## src/sv/rdbd_pkg.sv

```systemverilog
// shared types, tables and functions of the one-round block descrambler
package rdbd_pkg;

  localparam int BLOCK_W   = 64;
  localparam int ET_W      = 8;
  localparam int DC_W      = 4;
  localparam int CFG_IDX_W = 4;
  localparam int CFG_DAT_W = 8;
  localparam int EARLY_W   = 5;
  localparam int PHASE_W   = 5;
  localparam int SHUF_W    = 3;

  localparam logic [EARLY_W-1:0] EARLY_BLOCKS = 5'd20;
  localparam logic [SHUF_W-1:0]  SHUF_LAST    = 3'd7;

  typedef enum logic [CFG_IDX_W-1:0] {
    CFG_ENTRY_TYPE  = 4'd0,
    CFG_DIGIT_COUNT = 4'd1
  } rdbd_cfg_idx_t;

  typedef enum logic [1:0] {
    ACT_DECIPHER = 2'd0,
    ACT_SHUFFLE  = 2'd1,
    ACT_PASS     = 2'd2
  } rdbd_action_t;

  typedef struct packed {
    logic [BLOCK_W-1:0] block;
    rdbd_action_t       action;
  } rdbd_item_t;

  localparam logic [7:0] INIT_PERM [64] = '{
    8'd58, 8'd50, 8'd42, 8'd34, 8'd26, 8'd18, 8'd10, 8'd2,
    8'd60, 8'd52, 8'd44, 8'd36, 8'd28, 8'd20, 8'd12, 8'd4,
    8'd62, 8'd54, 8'd46, 8'd38, 8'd30, 8'd22, 8'd14, 8'd6,
    8'd64, 8'd56, 8'd48, 8'd40, 8'd32, 8'd24, 8'd16, 8'd8,
    8'd57, 8'd49, 8'd41, 8'd33, 8'd25, 8'd17, 8'd9,  8'd1,
    8'd59, 8'd51, 8'd43, 8'd35, 8'd27, 8'd19, 8'd11, 8'd3,
    8'd61, 8'd53, 8'd45, 8'd37, 8'd29, 8'd21, 8'd13, 8'd5,
    8'd63, 8'd55, 8'd47, 8'd39, 8'd31, 8'd23, 8'd15, 8'd7
  };

  localparam logic [7:0] FINAL_PERM [64] = '{
    8'd40, 8'd8, 8'd48, 8'd16, 8'd56, 8'd24, 8'd64, 8'd32,
    8'd39, 8'd7, 8'd47, 8'd15, 8'd55, 8'd23, 8'd63, 8'd31,
    8'd38, 8'd6, 8'd46, 8'd14, 8'd54, 8'd22, 8'd62, 8'd30,
    8'd37, 8'd5, 8'd45, 8'd13, 8'd53, 8'd21, 8'd61, 8'd29,
    8'd36, 8'd4, 8'd44, 8'd12, 8'd52, 8'd20, 8'd60, 8'd28,
    8'd35, 8'd3, 8'd43, 8'd11, 8'd51, 8'd19, 8'd59, 8'd27,
    8'd34, 8'd2, 8'd42, 8'd10, 8'd50, 8'd18, 8'd58, 8'd26,
    8'd33, 8'd1, 8'd41, 8'd9,  8'd49, 8'd17, 8'd57, 8'd25
  };

  localparam logic [7:0] P_PERM [32] = '{
    8'd16, 8'd7,  8'd20, 8'd21, 8'd29, 8'd12, 8'd28, 8'd17,
    8'd1,  8'd15, 8'd23, 8'd26, 8'd5,  8'd18, 8'd31, 8'd10,
    8'd2,  8'd8,  8'd24, 8'd14, 8'd32, 8'd27, 8'd3,  8'd9,
    8'd19, 8'd13, 8'd30, 8'd6,  8'd22, 8'd11, 8'd4,  8'd25
  };

  // paired s-boxes: high nibble for the even chunk, low nibble for the odd one
  localparam logic [7:0] SBOX_PAIR [4][64] = '{
    '{8'hef, 8'h03, 8'h41, 8'hfd, 8'hd8, 8'h74, 8'h1e, 8'h47,
      8'h26, 8'hef, 8'hfb, 8'h22, 8'hb3, 8'hd8, 8'h84, 8'h1e,
      8'h39, 8'hac, 8'ha7, 8'h60, 8'h62, 8'hc1, 8'hcd, 8'hba,
      8'h5c, 8'h96, 8'h90, 8'h59, 8'h05, 8'h3b, 8'h7a, 8'h85,
      8'h40, 8'hfd, 8'h1e, 8'hc8, 8'he7, 8'h8a, 8'h8b, 8'h21,
      8'hda, 8'h43, 8'h64, 8'h9f, 8'h2d, 8'h14, 8'hb1, 8'h72,
      8'hf5, 8'h5b, 8'hc8, 8'hb6, 8'h9c, 8'h37, 8'h76, 8'hec,
      8'h39, 8'ha0, 8'ha3, 8'h05, 8'h52, 8'h6e, 8'h0f, 8'hd9},
    '{8'ha7, 8'hdd, 8'h0d, 8'h78, 8'h9e, 8'h0b, 8'he3, 8'h95,
      8'h60, 8'h36, 8'h36, 8'h4f, 8'hf9, 8'h60, 8'h5a, 8'ha3,
      8'h11, 8'h24, 8'hd2, 8'h87, 8'hc8, 8'h52, 8'h75, 8'hec,
      8'hbb, 8'hc1, 8'h4c, 8'hba, 8'h24, 8'hfe, 8'h8f, 8'h19,
      8'hda, 8'h13, 8'h66, 8'haf, 8'h49, 8'hd0, 8'h90, 8'h06,
      8'h8c, 8'h6a, 8'hfb, 8'h91, 8'h37, 8'h8d, 8'h0d, 8'h78,
      8'hbf, 8'h49, 8'h11, 8'hf4, 8'h23, 8'he5, 8'hce, 8'h3b,
      8'h55, 8'hbc, 8'ha2, 8'h57, 8'he8, 8'h22, 8'h74, 8'hce},
    '{8'h2c, 8'hea, 8'hc1, 8'hbf, 8'h4a, 8'h24, 8'h1f, 8'hc2,
      8'h79, 8'h47, 8'ha2, 8'h7c, 8'hb6, 8'hd9, 8'h68, 8'h15,
      8'h80, 8'h56, 8'h5d, 8'h01, 8'h33, 8'hfd, 8'hf4, 8'hae,
      8'hde, 8'h30, 8'h07, 8'h9b, 8'he5, 8'h83, 8'h9b, 8'h68,
      8'h49, 8'hb4, 8'h2e, 8'h83, 8'h1f, 8'hc2, 8'hb5, 8'h7c,
      8'ha2, 8'h19, 8'hd8, 8'he5, 8'h7c, 8'h2f, 8'h83, 8'hda,
      8'hf7, 8'h6b, 8'h90, 8'hfe, 8'hc4, 8'h01, 8'h5a, 8'h97,
      8'h61, 8'ha6, 8'h3d, 8'h40, 8'h0b, 8'h58, 8'he6, 8'h3d},
    '{8'h4d, 8'hd1, 8'hb2, 8'h0f, 8'h28, 8'hbd, 8'he4, 8'h78,
      8'hf6, 8'h4a, 8'h0f, 8'h93, 8'h8b, 8'h17, 8'hd1, 8'ha4,
      8'h3a, 8'hec, 8'hc9, 8'h35, 8'h93, 8'h56, 8'h7e, 8'hcb,
      8'h55, 8'h20, 8'ha0, 8'hfe, 8'h6c, 8'h89, 8'h17, 8'h62,
      8'h17, 8'h62, 8'h4b, 8'hb1, 8'hb4, 8'hde, 8'hd1, 8'h87,
      8'hc9, 8'h14, 8'h3c, 8'h4a, 8'h7e, 8'ha8, 8'he2, 8'h7d,
      8'ha0, 8'h9f, 8'hf6, 8'h5c, 8'h6a, 8'h09, 8'h8d, 8'hf0,
      8'h0f, 8'he3, 8'h53, 8'h25, 8'h95, 8'h36, 8'h28, 8'hcb}
  };

  // table entry n names bit n counted from the msb, starting at 1
  function automatic logic [63:0] permute64(input logic [63:0] x, input logic [7:0] tab [64]);
    logic [63:0] r;
    logic [5:0]  src;
    r = '0;
    for (int i = 0; i < 64; i++) begin
      src = tab[i][5:0] - 6'd1;
      r[63-i] = x[6'd63 - src];
    end
    return r;
  endfunction

  function automatic logic [31:0] p_permute(input logic [31:0] s);
    logic [31:0] f;
    logic [4:0]  src;
    f = '0;
    for (int k = 0; k < 32; k++) begin
      src = P_PERM[k][4:0] - 5'd1;
      f[31-k] = s[5'd31 - src];
    end
    return f;
  endfunction

  // one feistel round with zero key: left ^= P(S(E(right)))
  function automatic logic [63:0] one_round(input logic [63:0] x);
    logic [31:0] left;
    logic [31:0] right;
    logic [7:0]  b4, b5, b6, b7;
    logic [5:0]  e [8];
    logic [31:0] s;
    logic [7:0]  hi, lo;
    left  = x[63:32];
    right = x[31:0];
    b4 = right[31:24];
    b5 = right[23:16];
    b6 = right[15:8];
    b7 = right[7:0];
    e[0] = {b7[0], b4[7:3]};
    e[1] = {b4[4:0], b5[7]};
    e[2] = {b4[0], b5[7:3]};
    e[3] = {b5[4:0], b6[7]};
    e[4] = {b5[0], b6[7:3]};
    e[5] = {b6[4:0], b7[7]};
    e[6] = {b6[0], b7[7:3]};
    e[7] = {b7[4:0], b4[7]};
    s = '0;
    for (int k = 0; k < 4; k++) begin
      hi = SBOX_PAIR[k][e[2*k]];
      lo = SBOX_PAIR[k][e[2*k+1]];
      s[31-8*k -: 8] = {hi[7:4], lo[3:0]};
    end
    return {left ^ p_permute(s), right};
  endfunction

  function automatic logic [7:0] swap_last(input logic [7:0] a);
    logic [7:0] r;
    case (a)
      8'h00:   r = 8'h2b;
      8'h2b:   r = 8'h00;
      8'h01:   r = 8'h68;
      8'h68:   r = 8'h01;
      8'h48:   r = 8'h77;
      8'h77:   r = 8'h48;
      8'h60:   r = 8'hff;
      8'hff:   r = 8'h60;
      8'h6c:   r = 8'h80;
      8'h80:   r = 8'h6c;
      8'hb9:   r = 8'hc0;
      8'hc0:   r = 8'hb9;
      8'heb:   r = 8'hfe;
      8'hfe:   r = 8'heb;
      default: r = a;
    endcase
    return r;
  endfunction

  // period 3..30 from the raw digit count
  function automatic logic [PHASE_W-1:0] period_of(input logic [DC_W-1:0] c);
    logic [PHASE_W-1:0] p;
    if (c < 4'd3)      p = 5'd3;
    else if (c < 4'd5) p = {1'b0, c} + 5'd1;
    else if (c < 4'd7) p = {1'b0, c} + 5'd9;
    else               p = {1'b0, c} + 5'd15;
    return p;
  endfunction

endpackage

```

## src/sv/rdbd_if.sv

```systemverilog
// valid/ready channel interfaces for input and result words
interface rdbd_in_if;
  logic                         valid;
  logic                         ready;
  logic [rdbd_pkg::BLOCK_W-1:0] block_in;
  logic                         start_of_file;
  modport source (output valid, block_in, start_of_file, input ready);
  modport sink (input valid, block_in, start_of_file, output ready);
endinterface

interface rdbd_out_if;
  logic                         valid;
  logic                         ready;
  logic [rdbd_pkg::BLOCK_W-1:0] block_out;
  logic [1:0]                   action_taken;
  modport source (output valid, block_out, action_taken, input ready);
  modport sink (input valid, block_out, action_taken, output ready);
endinterface

```

## src/sv/rdbd_front.sv

```systemverilog
// front end: config registers, per-file counters and action classification
module rdbd_front (
  input  logic                           clk,
  input  logic                           rst_n,
  input  logic                           cfg_we,
  input  logic [rdbd_pkg::CFG_IDX_W-1:0] cfg_index,
  input  logic [rdbd_pkg::CFG_DAT_W-1:0] cfg_data,
  input  logic                           in_valid,
  output logic                           in_ready,
  input  logic [rdbd_pkg::BLOCK_W-1:0]   block_in,
  input  logic                           start_of_file,
  output logic                           q_valid,
  input  logic                           q_ready,
  output rdbd_pkg::rdbd_item_t           q_item
);

  logic [rdbd_pkg::ET_W-1:0]    entry_type_r;
  logic [rdbd_pkg::DC_W-1:0]    digit_count_r;
  logic [rdbd_pkg::EARLY_W-1:0] early_r, early_nxt, early_cur;
  logic [rdbd_pkg::PHASE_W-1:0] phase_r, phase_nxt, phase_cur, period;
  logic [rdbd_pkg::PHASE_W:0]   phase_inc;
  logic [rdbd_pkg::SHUF_W-1:0]  shuf_r, shuf_nxt, shuf_cur;
  logic                         accept, periodic, do_dec, do_shuf;

  assign in_ready = q_ready;
  assign q_valid  = in_valid;
  assign accept   = in_valid && in_ready;

  // start of file clears the counters before this word is classified
  assign early_cur = start_of_file ? '0 : early_r;
  assign phase_cur = start_of_file ? '0 : phase_r;
  assign shuf_cur  = start_of_file ? '0 : shuf_r;

  assign periodic = (entry_type_r == '0);
  assign do_dec   = (early_cur < rdbd_pkg::EARLY_BLOCKS) || (periodic && phase_cur == '0);
  assign do_shuf  = !do_dec && periodic && (shuf_cur == rdbd_pkg::SHUF_LAST);

  assign period    = rdbd_pkg::period_of(digit_count_r);
  assign phase_inc = {1'b0, phase_cur} + 1'b1;

  always_comb begin
    phase_nxt = (phase_inc >= {1'b0, period}) ? '0 : phase_inc[rdbd_pkg::PHASE_W-1:0];
    early_nxt = (early_cur < rdbd_pkg::EARLY_BLOCKS) ? early_cur + 1'b1 : early_cur;
    if (do_dec) begin
      shuf_nxt = shuf_cur;
    end else if (do_shuf) begin
      shuf_nxt = rdbd_pkg::SHUF_W'(1);
    end else begin
      shuf_nxt = shuf_cur + 1'b1;
    end
  end

  always_comb begin
    q_item.block = block_in;
    if (do_dec) begin
      q_item.action = rdbd_pkg::ACT_DECIPHER;
    end else if (do_shuf) begin
      q_item.action = rdbd_pkg::ACT_SHUFFLE;
    end else begin
      q_item.action = rdbd_pkg::ACT_PASS;
    end
  end

  always_ff @(posedge clk) begin
    if (!rst_n) begin
      entry_type_r  <= '0;
      digit_count_r <= '0;
    end else if (cfg_we) begin
      case (cfg_index)
        rdbd_pkg::CFG_ENTRY_TYPE:  entry_type_r  <= cfg_data[rdbd_pkg::ET_W-1:0];
        rdbd_pkg::CFG_DIGIT_COUNT: digit_count_r <= cfg_data[rdbd_pkg::DC_W-1:0];
        default: ;
      endcase
    end
  end

  always_ff @(posedge clk) begin
    if (!rst_n) begin
      early_r <= '0;
      phase_r <= '0;
      shuf_r  <= '0;
    end else if (accept) begin
      early_r <= early_nxt;
      phase_r <= phase_nxt;
      shuf_r  <= shuf_nxt;
    end
  end

  a_early_sat: assert property (@(posedge clk) disable iff (!rst_n)
    early_r <= rdbd_pkg::EARLY_BLOCKS)
    else $error("early counter past saturation");

  // periods are at least three, so a fresh file always leaves phase one
  a_sof_restart: assert property (@(posedge clk) disable iff (!rst_n)
    accept && start_of_file |=> early_r == 5'd1 && phase_r == 5'd1)
    else $error("start of file did not restart the counters");

endmodule

```

## src/sv/rdbd_queue.sv

```systemverilog
// small word queue between classification and execution
module rdbd_queue #(
  parameter int DEPTH = 2
) (
  input  logic                 clk,
  input  logic                 rst_n,
  input  logic                 push_valid,
  output logic                 push_ready,
  input  rdbd_pkg::rdbd_item_t push_item,
  output logic                 pop_valid,
  input  logic                 pop_ready,
  output rdbd_pkg::rdbd_item_t pop_item
);

  localparam int PTR_W = (DEPTH > 1) ? $clog2(DEPTH) : 1;
  localparam int CNT_W = $clog2(DEPTH + 1);
  localparam logic [PTR_W-1:0] LAST = PTR_W'(DEPTH - 1);

  rdbd_pkg::rdbd_item_t mem_r [DEPTH];
  logic [PTR_W-1:0] wr_ptr_r, rd_ptr_r;
  logic [CNT_W-1:0] count_r;
  logic             push, pop;

  assign push_ready = (count_r != CNT_W'(DEPTH));
  assign pop_valid  = (count_r != '0);
  assign pop_item   = mem_r[rd_ptr_r];
  assign push       = push_valid && push_ready;
  assign pop        = pop_valid && pop_ready;

  always_ff @(posedge clk) begin
    if (push) begin
      mem_r[wr_ptr_r] <= push_item;
    end
  end

  always_ff @(posedge clk) begin
    if (!rst_n) begin
      wr_ptr_r <= '0;
      rd_ptr_r <= '0;
      count_r  <= '0;
    end else begin
      if (push) begin
        wr_ptr_r <= (wr_ptr_r == LAST) ? '0 : wr_ptr_r + 1'b1;
      end
      if (pop) begin
        rd_ptr_r <= (rd_ptr_r == LAST) ? '0 : rd_ptr_r + 1'b1;
      end
      if (push && !pop) begin
        count_r <= count_r + 1'b1;
      end else if (pop && !push) begin
        count_r <= count_r - 1'b1;
      end
    end
  end

  a_count_bound: assert property (@(posedge clk) disable iff (!rst_n)
    count_r <= CNT_W'(DEPTH))
    else $error("queue fill beyond depth");

  a_count_push: assert property (@(posedge clk) disable iff (!rst_n)
    push && !pop |=> count_r == $past(count_r) + 1'b1)
    else $error("queue fill did not follow a push");

endmodule

```

## src/sv/rdbd_back.sv

```systemverilog
// back end: decipher round, shuffle or pass, into the output register
module rdbd_back (
  input  logic                         clk,
  input  logic                         rst_n,
  input  logic                         q_valid,
  output logic                         q_ready,
  input  rdbd_pkg::rdbd_item_t         q_item,
  output logic                         out_valid,
  input  logic                         out_ready,
  output logic [rdbd_pkg::BLOCK_W-1:0] out_block,
  output rdbd_pkg::rdbd_action_t       out_action
);

  logic                         out_valid_r;
  logic [rdbd_pkg::BLOCK_W-1:0] out_block_r, result;
  rdbd_pkg::rdbd_action_t       out_action_r;
  logic [rdbd_pkg::BLOCK_W-1:0] blk;
  logic                         take;

  assign blk     = q_item.block;
  assign q_ready = !out_valid_r || out_ready;
  assign take    = q_valid && q_ready;

  always_comb begin
    case (q_item.action)
      rdbd_pkg::ACT_DECIPHER: begin
        result = rdbd_pkg::permute64(
          rdbd_pkg::one_round(rdbd_pkg::permute64(blk, rdbd_pkg::INIT_PERM)),
          rdbd_pkg::FINAL_PERM);
      end
      // bytes 3,4,6,0,1,2,5 then the swapped last byte
      rdbd_pkg::ACT_SHUFFLE: begin
        result = {blk[39:32], blk[31:24], blk[15:8], blk[63:56],
                  blk[55:48], blk[47:40], blk[23:16], rdbd_pkg::swap_last(blk[7:0])};
      end
      default: result = blk;
    endcase
  end

  always_ff @(posedge clk) begin
    if (!rst_n) begin
      out_valid_r <= 1'b0;
    end else if (take) begin
      out_valid_r <= 1'b1;
    end else if (out_ready) begin
      out_valid_r <= 1'b0;
    end
  end

  always_ff @(posedge clk) begin
    if (take) begin
      out_block_r  <= result;
      out_action_r <= q_item.action;
    end
  end

  assign out_valid  = out_valid_r;
  assign out_block  = out_block_r;
  assign out_action = out_action_r;

  a_take_lands: assert property (@(posedge clk) disable iff (!rst_n)
    take |=> out_valid_r && out_action_r == $past(q_item.action))
    else $error("taken word missing from output register");

endmodule

```

## src/sv/reduced_des_block_descrambler_unit.sv

```systemverilog
// top level of the one-round block descrambler
//
//   port       dir  payload                             handshake
//   in_ch      in   block_in[63:0], start_of_file       valid/ready
//   out_ch     out  block_out[63:0], action_taken[1:0]  valid/ready
//   cfg_*      in   cfg_index[3:0], cfg_data[7:0]       cfg_we, no back-pressure
//
// one word per cycle sustained while out_ch.ready holds; an accepted word passes through
// the queue, then the output register after the round logic, before it is offered on out_ch
// the counter update in the front end takes one word per cycle while the queue has room
// rst_n is synchronous; it clears the registers, counters, queue and output valid
// an output stall fills the output register, then the queue, then drops in_ch.ready
module reduced_des_block_descrambler_unit #(
  parameter int QUEUE_DEPTH = 2
) (
  input  logic                           clk,
  input  logic                           rst_n,
  rdbd_in_if.sink                        in_ch,
  rdbd_out_if.source                     out_ch,
  input  logic                           cfg_we,
  input  logic [rdbd_pkg::CFG_IDX_W-1:0] cfg_index,
  input  logic [rdbd_pkg::CFG_DAT_W-1:0] cfg_data
);

  logic                   fq_valid, fq_ready, qb_valid, qb_ready;
  rdbd_pkg::rdbd_item_t   fq_item, qb_item;
  rdbd_pkg::rdbd_action_t out_action;

  rdbd_front u_front (
    .clk           (clk),
    .rst_n         (rst_n),
    .cfg_we        (cfg_we),
    .cfg_index     (cfg_index),
    .cfg_data      (cfg_data),
    .in_valid      (in_ch.valid),
    .in_ready      (in_ch.ready),
    .block_in      (in_ch.block_in),
    .start_of_file (in_ch.start_of_file),
    .q_valid       (fq_valid),
    .q_ready       (fq_ready),
    .q_item        (fq_item)
  );

  rdbd_queue #(
    .DEPTH (QUEUE_DEPTH)
  ) u_queue (
    .clk        (clk),
    .rst_n      (rst_n),
    .push_valid (fq_valid),
    .push_ready (fq_ready),
    .push_item  (fq_item),
    .pop_valid  (qb_valid),
    .pop_ready  (qb_ready),
    .pop_item   (qb_item)
  );

  rdbd_back u_back (
    .clk        (clk),
    .rst_n      (rst_n),
    .q_valid    (qb_valid),
    .q_ready    (qb_ready),
    .q_item     (qb_item),
    .out_valid  (out_ch.valid),
    .out_ready  (out_ch.ready),
    .out_block  (out_ch.block_out),
    .out_action (out_action)
  );

  assign out_ch.action_taken = out_action;

endmodule
```

## src/flat_wrapper.sv

```systemverilog
// flat-port wrapper written by rule: the top's interface ports become plain ports
module reduced_des_block_descrambler_unit_flat 
#(
  parameter int QUEUE_DEPTH = 2
)
  (clk, rst_n, cfg_we, cfg_index, cfg_data, in_ch_valid, in_ch_block_in, in_ch_start_of_file, in_ch_ready, out_ch_valid, out_ch_block_out, out_ch_action_taken, out_ch_ready);
  rdbd_in_if in_ch_i ();
  rdbd_out_if out_ch_i ();
  input  logic clk;
  input  logic rst_n;
  input  logic cfg_we;
  input  logic [rdbd_pkg::CFG_IDX_W-1:0] cfg_index;
  input  logic [rdbd_pkg::CFG_DAT_W-1:0] cfg_data;
  input wire logic [$bits(in_ch_i.valid)-1:0] in_ch_valid;
  input wire logic [$bits(in_ch_i.block_in)-1:0] in_ch_block_in;
  input wire logic [$bits(in_ch_i.start_of_file)-1:0] in_ch_start_of_file;
  output wire logic [$bits(in_ch_i.ready)-1:0] in_ch_ready;
  output wire logic [$bits(out_ch_i.valid)-1:0] out_ch_valid;
  output wire logic [$bits(out_ch_i.block_out)-1:0] out_ch_block_out;
  output wire logic [$bits(out_ch_i.action_taken)-1:0] out_ch_action_taken;
  input wire logic [$bits(out_ch_i.ready)-1:0] out_ch_ready;
  assign in_ch_i.valid = in_ch_valid;
  assign in_ch_i.block_in = in_ch_block_in;
  assign in_ch_i.start_of_file = in_ch_start_of_file;
  assign in_ch_ready = in_ch_i.ready;
  assign out_ch_valid = out_ch_i.valid;
  assign out_ch_block_out = out_ch_i.block_out;
  assign out_ch_action_taken = out_ch_i.action_taken;
  assign out_ch_i.ready = out_ch_ready;
  reduced_des_block_descrambler_unit #(.QUEUE_DEPTH(QUEUE_DEPTH)) u_core (.clk(clk), .rst_n(rst_n), .in_ch(in_ch_i), .out_ch(out_ch_i), .cfg_we(cfg_we), .cfg_index(cfg_index), .cfg_data(cfg_data));
endmodule
```

## config.mk

```make
export PLATFORM = sky130hd
export DESIGN_NAME = reduced_des_block_descrambler_unit_flat
export DESIGN_NICKNAME = d
export VERILOG_FILES = /design/src/sv/rdbd_pkg.sv /design/src/sv/rdbd_if.sv /design/src/sv/rdbd_front.sv /design/src/sv/rdbd_queue.sv /design/src/sv/rdbd_back.sv /design/src/sv/reduced_des_block_descrambler_unit.sv /design/src/flat_wrapper.sv
export SDC_FILE = /design/constraint.sdc
export NUM_CORES = 1
export LEC_CHECK = 0
export ABC_CLOCK_PERIOD_IN_PS = 4600
export BUFFER_PORTS_ARGS = -buffer_cell sky130_fd_sc_hd__buf_2
export CAP_MARGIN = 20
export CORE_MARGIN = 5
export CORE_UTILIZATION = 30
export CTS_CLUSTER_DIAMETER = 40
export DETAILED_ROUTE_END_ITERATION = 10
export PLACE_DENSITY_LB_ADDON = 0.12
export SYNTH_ARGS = -nofsm -noshare
export SYNTH_HDL_FRONTEND = slang
export SYNTH_SLANG_ARGS = --single-unit
```

## constraint.sdc

```tcl
create_clock -name clk -period 4.6 [get_ports clk]
set_clock_uncertainty 0.05 [all_clocks]
set_input_delay 0.23 -clock clk [delete_from_list [all_inputs] [get_ports clk]]
set_output_delay 0.23 -clock clk [all_outputs]
set_load 0.005 [all_outputs]
```

==> metrics.log <==
INFO  metric layoutNonFillerInstCount = 2432
INFO  metric cp_data_arrival_time = 3.96 ns
INFO  metric initial_utilization = 30.3%
INFO  metric tightest_slew = 0.994 ns
INFO  metric m1WireLength = 21.9 mm
INFO  metric synth_async_reset_ratio = 0%
INFO  metric fp.dieW = 238 um
INFO  metric cts_sinks = 229
INFO  metric setup_tns = 0 ns
INFO  metric synthDistinctLibCells = 89
INFO  metric synthesized_flop_and_latch_total = 229
INFO  metric startpoint_type = flip-flop
INFO  metric number_of_stages_on_the_worst_hold_path = 4
INFO  metric critical_path.max_stage_delay = 0.74 ns
INFO  metric final_max_slew_viol_count = 0
INFO  metric synthesis.area = 15600 um2
INFO  metric critical-path-slowest-cell = sky130_fd_sc_hd__dfxtp_4
INFO  metric min_to = u_core.u_front.entry_type_r[3]
INFO  metric final_design_area_no_fill = 19300 um2
INFO  metric place_area = 17000 um2
INFO  metric leak = 7.27 nW
INFO  metric post-place-ws = 0.883 ns
INFO  metric dpl.hpwl = 34.7 mm
INFO  metric synth-main-ff-cell = sky130_fd_sc_hd__edfxtp_1
INFO  metric placed_cells = 2273
INFO  metric max-slew-margin-rel = 32.5%
INFO  metric min-delay-path-class = primary input to flip-flop
INFO  metric setup_viol = 0
INFO  metric final_number_of_hold_violating_endpoints = 0
INFO  metric core = 51300 um2
INFO  metric dr_wl_met3 = 2.60 mm
INFO  metric report.power.total = 12.6 mW
INFO  metric run_status = complete, no violations
INFO  metric hold_ws = 0.0122 ns
INFO  metric gr-usage-all-layers = 16.7%
INFO  metric synthesis.instances = 1504
INFO  metric worst-setup-path-type = flip-flop to flip-flop
INFO  metric power_density = 652 nW/um2
INFO  metric antenna_cells_inserted = 0
INFO  metric synth-seq-area-share = 42.2%
INFO  metric via_per_inst = 5.34
INFO  metric postRouteAntennaNets = 0
INFO  metric final_net_count = 1868
INFO  metric route.vias.total = 13000
INFO  metric clk_transition_reported_paths = 0.05 ns
INFO  metric top_level_ports = 150
INFO  metric timing.final.crit_period = 3.74 ns
INFO  metric cts_max_path_buffers = 3
INFO  metric top_layer_used = met4
INFO  metric timing.final.crit_share = 81.2%
INFO  metric cts-buffers-inserted = 45
INFO  metric syn_avg_cell_area = 10.3 um2
INFO  metric tritoncts = yes
INFO  metric synth_enable_flop_cells = 198
INFO  metric crit_path_max_fanout = 34
INFO  metric clock_tree.htree_level_count = 2
INFO  metric worst_r2r_endpoint = u_core.u_back.out_block[42]
INFO  metric yosysWarningCount = 0
INFO  metric worstSkewPairLatency = 0.57 ns
INFO  metric cts_root_buf = sky130_fd_sc_hd__clkbuf_16
INFO  metric setup_slack = 0.864 ns
INFO  metric endpoint_kind = flip-flop
INFO  metric avgRoutedWirePerCell = 20.1 um
INFO  metric timing.reg2reg.worst_path_depth = 8
INFO  metric grt_remaining_overflow = 0
INFO  metric syn-num-nets = 1656
INFO  metric post-route-util = 37.6%
INFO  metric core.rowCount = 83
INFO  metric area.growth.synth_to_final = 24.0%
INFO  metric regToRegSetupSlack = 0.86 ns
INFO  metric worst_hold_startpoint = cfg_index[3]
INFO  metric grt_first_pass_wirelength = 75.2 mm
INFO  metric first_global_vias = 12400
INFO  metric vdd_ir_drop_max = 0.330 mV
INFO  metric crit_path_cell_trace = mux2i_4 > ha_1 > mux4_2 > nor2_1 > a21oi_1 > o21ai_0 > mux2i_1 > a221oi_1
INFO  metric met2RoutedLength = 22.9 mm
INFO  metric achievable-frequency = 268 MHz
INFO  metric grt_setup_unrepaired = false
INFO  metric drt_first_pass_iters = 6
INFO  metric die-area = 56500 um2
INFO  metric final_weighted_congestion_in_routability_driven_placement = 0.893
INFO  metric post_route_cells_drive_above_1_share = 20.9%
INFO  metric numPortBuffers = 149
INFO  metric pin_count_of_the_biggest_net_entering_global_routing = 61
INFO  metric final_common_cell = sky130_fd_sc_hd__edfxtp_1
INFO  metric worst-endpoint-required = 4.83 ns
INFO  metric initialDrtViolationCount = 918
INFO  metric cap_violations = 0
INFO  metric die-height = 238 um
INFO  metric antenna_found_initial = 0
INFO  metric detail_route.wirelength = 48.9 mm
INFO  metric most_used_cells_in_the_layout_excluding_fill_and_tap_cells = sky130_fd_sc_hd__edfxtp_1, sky130_fd_sc_hd__buf_2, sky130_fd_sc_hd__nor2_1
INFO  metric drcViolationCount = 0
worst max-delay path: cells and delay by family, from the launching register on:
| family | cells | cell delay (ns) |
|---|---|---|
| muxes | 3 | 1.49 |
| DFF | 1 | 0.74 |
| adders and majority gates | 1 | 0.52 |
| AOI/OAI and AO/OA | 3 | 0.48 |
| and+or+nand+nor | 1 | 0.11 |
state kept, by name (all words and copies together) (netlist names), 2 cells and up, named ones only:
name and flops:
u_core.u_front.phase_r 5, u_core.u_queue.mem_r 132, u_core.u_front.entry_type_r 8, u_core.u_back.out_action 2, u_core.u_back.out_block 64, u_core.u_queue.count_r 2
u_core.u_front.shuf_r 3, u_core.u_front.early_r 5, u_core.u_front.digit_count_r 4
area by class of cell:
type	count	area, um2
fill	5140	32000
multi-input combinational	1121	8290
sequential	229	6570
timing repair buffer	275	1890
clock buffer	54	1210
tap	680	851
clock inverter	29	320
inverter	44	165
cell usage after synthesis, drive strengths merged (5+ instances only):
cell type | instances | share of area, %
edfxtp | 198 | 38
mux2i | 144 | 10
nor2 | 141 | 3.4
nand2 | 127 | 3.1
a21oi | 75 | 2.4
ha | 69 | 5.5
buf | 61 | 2.6
clkbuf | 49 | 1.2
o21ai | 48 | 1.5
inv | 42 | 1.0
nor3 | 34 | 1.2
a221oi | 31 | 1.9
dfxtp | 31 | 4.0
o211ai | 31 | 1.5
a211oi | 30 | 1.4
xnor2 | 30 | 1.7
mux2 | 29 | 2.2
nand3 | 29 | 0.93
or3 | 29 | 1.2
a31oi | 26 | 1.0
a22oi | 16 | 0.77
o22ai | 16 | 0.64
a21o | 14 | 0.68
o311ai | 14 | 0.79
nand2b | 13 | 0.52
a311oi | 10 | 0.60
nor2b | 10 | 0.40
o31ai | 10 | 0.48
a32oi | 9 | 0.51
mux4 | 9 | 1.3
nor3b | 8 | 0.39
a211o | 7 | 0.39
and3 | 7 | 0.28
nand3b | 7 | 0.34
nand4 | 7 | 0.32
o221ai | 7 | 0.39
o21a | 6 | 0.29
xor2 | 6 | 0.34
a2111oi | 5 | 0.32
o2111ai | 5 | 0.28
per-layer routing:
metal	vias up	track usage (%)
li1	6204	-
met1	6322	22.9
met3	65	2.74
met5	-	0
met2	392	26.9
met4	0	5.70
cell families after synthesis:
kind of cell / Yosys count / share of synthesized area [%]
buffers and inverters: 154 / 4.81
AO/OA/AOI/OAI: 392 / 17.9
XOR/XNOR: 36 / 2.03
adder cells (fa/ha/maj): 70 / 5.68
multiplexers: 182 / 13.9
flip-flops: 229 / 42.2
AND/OR/NAND/NOR: 441 / 13.6
what timing repair did:
action	CTS	global route
buffers inserted	0	0
hold buffers	75	0
hold endpoints to repair	143	0
resized for setup	0	0
setup endpoints to repair	0	0
power by group:
group | leakage (nW) | total [mW] | switching (mW) | internal [mW]
combinational | 4.41 | 6.01 | 3.67 | 2.33
sequential | 2.11 | 3.33 | 0.309 | 3.02
clock | 0.747 | 3.25 | 1.17 | 2.08
worst max-delay path by stage:
| stage | endpoint | slack, ns | cells past startpoint |
|---|---|---|---|
| 2_1_floorplan | u_core.u_queue.count_r[1] | 0.13 | 7 |
| 3_3_place_gp | u_core.u_back.out_block[42] | 0.90 | 8 |
| 3_5_place_dp | u_core.u_back.out_block[42] | 0.88 | 8 |
| 4_1_cts | u_core.u_back.out_block[42] | 0.87 | 8 |
| 5_1_grt | u_core.u_back.out_block[36] | 0.59 | 9 |
| 6_report | u_core.u_back.out_block[42] | 0.86 | 8 |
(Power assumes the default switching activity.)
